File: config.mk
export PLATFORM = sky130hd
export DESIGN_NAME = afp_quad_corr
export DESIGN_NICKNAME = d
export VERILOG_FILES = /design/src/hw/rtl/afp_pkg.sv /design/src/hw/rtl/afp_quad_corr.sv
export SDC_FILE = /design/constraint.sdc
export NUM_CORES = 2
export LEC_CHECK = 0
export CAP_MARGIN = 20
export CORE_MARGIN = 1.5
export CORE_UTILIZATION = 55
export CTS_CLUSTER_SIZE = 16
export DETAILED_ROUTE_END_ITERATION = 12
export DONT_BUFFER_PORTS = 1
export PLACE_DENSITY = 0.7
export SLEW_MARGIN = 20
export SYNTH_ARGS = -nofsm -noshare
export SYNTH_HDL_FRONTEND = slang
export SYNTH_SLANG_ARGS = --single-unit
File: constraint.sdc
create_clock -name clk -period 17.61 [get_ports clk]
set_input_delay 0 -clock clk [delete_from_list [all_inputs] [get_ports clk]]
set_output_delay 0 -clock clk [all_outputs]
set_load 0.1 [all_outputs]
File: src/hw/rtl/afp_pkg.sv
// constants and types of the approximate float power unit
package afp_pkg;

    localparam int FRAC_BITS = 23;
    localparam int NSTG      = 8;
    localparam int COEF_W    = 22;
    localparam int CORR_W    = 22;
    localparam int LMAG_W    = 31;
    localparam int MANT_W    = 24;
    localparam int PM_W      = 55;
    localparam int PMX_W     = 30;

    localparam logic [31:0] EPS_BITS    = 32'h3727C5AC;
    localparam logic [31:0] NEAR_ONE_LO = 32'h3F7FFF58;
    localparam logic [31:0] NEAR_ONE_HI = 32'h3F800054;
    localparam logic [31:0] BIAS_BITS   = 32'h3F800000;
    localparam logic [31:0] ONE_BITS    = 32'h3F800000;
    localparam logic [31:0] MAX_BITS    = 32'h7F7FFFFF;

    localparam logic [COEF_W-1:0] K_LOG = 22'd2907550;
    localparam logic [COEF_W-1:0] K_EXP = 22'd2849694;

    localparam logic [7:0]      EXP_INF   = 8'd255;
    localparam logic [7:0]      EXP_UNIT  = 8'd150;
    localparam logic [7:0]      SH_SAT    = 8'd40;
    localparam logic [PM_W-1:0] SAT_MAG   = PM_W'(1) << 40;
    localparam logic [PM_W-1:0] EPS_FX    = PM_W'(84);
    localparam logic [PM_W-1:0] LIMIT_FX  = PM_W'(64) << FRAC_BITS;

    typedef struct packed {
        logic sq_en;
        logic mul_en;
    } afp_qc_ctrl_t;

endpackage

File: src/hw/rtl/afp_quad_corr.sv
// two-stage quadratic correction k * (f - f*f) on a 23-bit fraction
module afp_quad_corr import afp_pkg::*;
(
    input  logic                  clk,
    input  afp_qc_ctrl_t          ctrl,
    input  logic [FRAC_BITS-1:0]  frac,
    input  logic [COEF_W-1:0]     coef,
    output logic [CORR_W-1:0]     corr
);

    logic [FRAC_BITS-1:0]           frac_reg;
    logic [2*FRAC_BITS-1:0]         sq_reg;
    logic [FRAC_BITS+COEF_W-1:0]    prod_reg;
    logic [FRAC_BITS-1:0]           q;

    assign q    = frac_reg - sq_reg[2*FRAC_BITS-1:FRAC_BITS];
    assign corr = prod_reg[FRAC_BITS+COEF_W-1:FRAC_BITS];

    always_ff @(posedge clk)
    begin
        if (ctrl.sq_en)
        begin
            frac_reg <= frac;
            sq_reg   <= frac * frac;
        end
        if (ctrl.mul_en)
        begin
            prod_reg <= q * coef;
        end
    end

endmodule

==> impl_metrics.toml <==
[worst_setup_path]
critical_path_required_ps = 17730
crit_top_cell = "fa_1"
worstSetupPathType = "reg2reg"
crit_path_max_fanout = 22
start_kind = "flip-flop"
critPathSlowestCell = "a31oi_1"
crit_path_max_incr_delay_ps = 600
end_kind = "flip-flop"
arrival_ps = 9410

[sta]
worst_pin_slew_ps = 967
rsz0062_at_grt = "no"
fmax_ghz = 0.108
drv_slew = 0
tns_ps = 0
period_share = 0.528
relSlewSlack = 0.355
setup_viol = 0
hold_violations = 0
fin_crit_ps = 9290
fin_worst_skew_ps = 7.82

[place]
gp_congestion = 0.949
dp_hpwl_mm = 63.8
port_buffers = 0

[global_routing]
track_usage = 0.275
grt.overflow.total = 0
grt_max_degree = 49
grt_pass1_wl_mm = 138
first_global_vias = 26409
antenna_found_initial = 2

[detailed_routing]
drt-total-wl_mm = 83.0
dr.pass1.iters = 5
drtIter0Drc = 1378
vias_per_cell = 5.29
antenna_left = 0
drc_errors = 0
wire_per_inst_um = 18.4
vias = 23891

[logic_synthesis]
synth.distinct_cells = 68
ys_seq_area_frac = 0.0587
synthMuxAreaShare = 0.0137
synth_top_flop_cell = "edfxtp_1"
ys_ff_latch = 68
ys_warn_count = 0
yosys.area_share.simple = 0.145
yosys.area_share.adder = 0.588
avgSynthCellArea_sq_um = 9.25
synth-edff-count = 68
synth-xor-area-share = 0.0189
syn_inst = 3763
synthArstFlopShare = 0
synth_area_sq_mm = 0.0348
synth_top_family_by_area = "adder cells"
synth-compound-area-share = 0.0499
syn_nets = 4965

[cells_and_area]
num-fill-cells = 5577
n_antenna_cell = 0
drive_above_1_share = 0.0207
multi_input_area_sq_mm = 0.0286
area_growth_pct = 3.70
nets = 4867
seq_area_sq_mm = 0.00204

[clock_tree]
cts_max_level = 3
postCtsSetupBuffers = 0
clk_path_buf_depth = 2
cts_sinks = 68
root_buffer = "clkbuf_16"
cts.repair.resized = 0
cts_made_buffers = 9
clk_pin_slew_worst_paths_ps = 60
cts.hold.buffers_added = 26
cts_tree = "yes"
clkLatencyLatePin_ps = 370

[die]
io-pin-count = 70
rows = 92
die_height_um = 255
core_area_sq_mm = 0.0629
fp.dieArea_sq_mm = 0.0648
dieWidth_um = 255
start_util = 0.554

[worst_hold_path]
hold_path_class = "in2reg"

[outcome]
status = "complete, no violations"

[job]
maxCapViolCount = 0
layout make-up:
type	count	share of cell area
Multi-Input combinational cell	2541	0.791
Clock inverter	6	0.00114
Clock buffer	9	0.00624
Tap cell	846	0.0293
Timing Repair Buffer	44	0.0113
Inverter	1001	0.104
Sequential cell	68	0.0566
cells in the final DEF (no fill, tap or decap), drive strengths merged, types with 20 or more instances in the layout:
master and n:
mux2i 24, nand2 409, edfxtp 68, nor2 76, a21oi 85, mux2 21, buf 20, ha 351
dlygate4sd3 24, a21o 50, nand2b 77, inv 1002, xnor2 44, and2 316, o21ai 55, xor2 31
fa 803, nor2b 53
through the flow:
stage | instances | utilization | hold slack, ps | worst slack, ps | area, sq um
after detailed placement | 4474 | 0.566 | 102 | 8270 | 35500
after global placement | 4474 | 0.566 | 102 | 8540 | 35500
after CTS | 4515 | 0.574 | 16.5 | 8260 | 36100
final | 4515 | 0.574 | 41.8 | 8320 | 36100
after floorplan | 3763 | - | 98.9 | 9550 | 34800
after global routing | 4515 | 0.574 | 46.9 | 7860 | 36100
layer usage:
metal | wire (um) | up-vias | global-route usage
met1 | 34900 | 12217 | 0.358
met3 | 4540 | 139 | 0.0352
met2 | 41300 | 666 | 0.485
met4 | 2240 | 0 | 0.0737
met5 | 0 | - | 0
li1 | - | 10869 | -
cell usage after synthesis (all sizes together), types with 21 or more instances:
library cell / instances / area (sq um)
ha: 351 / 4390
xor2: 31 / 272
nand2: 409 / 1540
mux2i: 24 / 240
xnor2: 44 / 385
nor2b: 53 / 332
fa: 803 / 16100
clkbuf: 141 / 531
and2: 316 / 1980
edfxtp: 68 / 2040
nor2: 76 / 285
a21o: 50 / 375
a21oi: 85 / 437
mux2: 21 / 236
inv: 1001 / 3760
o21ai: 55 / 287
nand2b: 77 / 489
path summary, 6_finish.rpt:
check / startpoint / endpoint / slack, ps / depth (start not counted)
setup reg to reg: sq_reg[23] / prod_reg[44] / 8320 / 32
hold / removal: frac[21] / sq_reg[45] / 40 / 3
hold reg to reg: frac_reg[21] / prod_reg[44] / 1840 / 9
setup / recovery: sq_reg[23] / prod_reg[44] / 8320 / 32
logic make-up after synthesis:
group                    count (synthesis)
AO/OA/AOI/OAI                          263
flip-flops                              68
XOR/XNOR                                75
multiplexers                            45
buffers and inverters                 1154
AND/OR/NAND/NOR                       1004
adder cells (fa/ha/maj)               1154
worst max-delay path, delay by kind of cell, from the launching register on:
| family | cells | cell delay [ps] |
|---|---|---|
| simple gates | 2 | 380 |
| fa+ha+maj | 10 | 4520 |
| buf+inv | 5 | 510 |
| flops | 1 | 380 |
| compound gates | 13 | 2930 |
| xor+xnor | 2 | 290 |
Power is not shown: default switching activity piles up to over one toggle a cycle in this logic, so the estimate is an artifact.
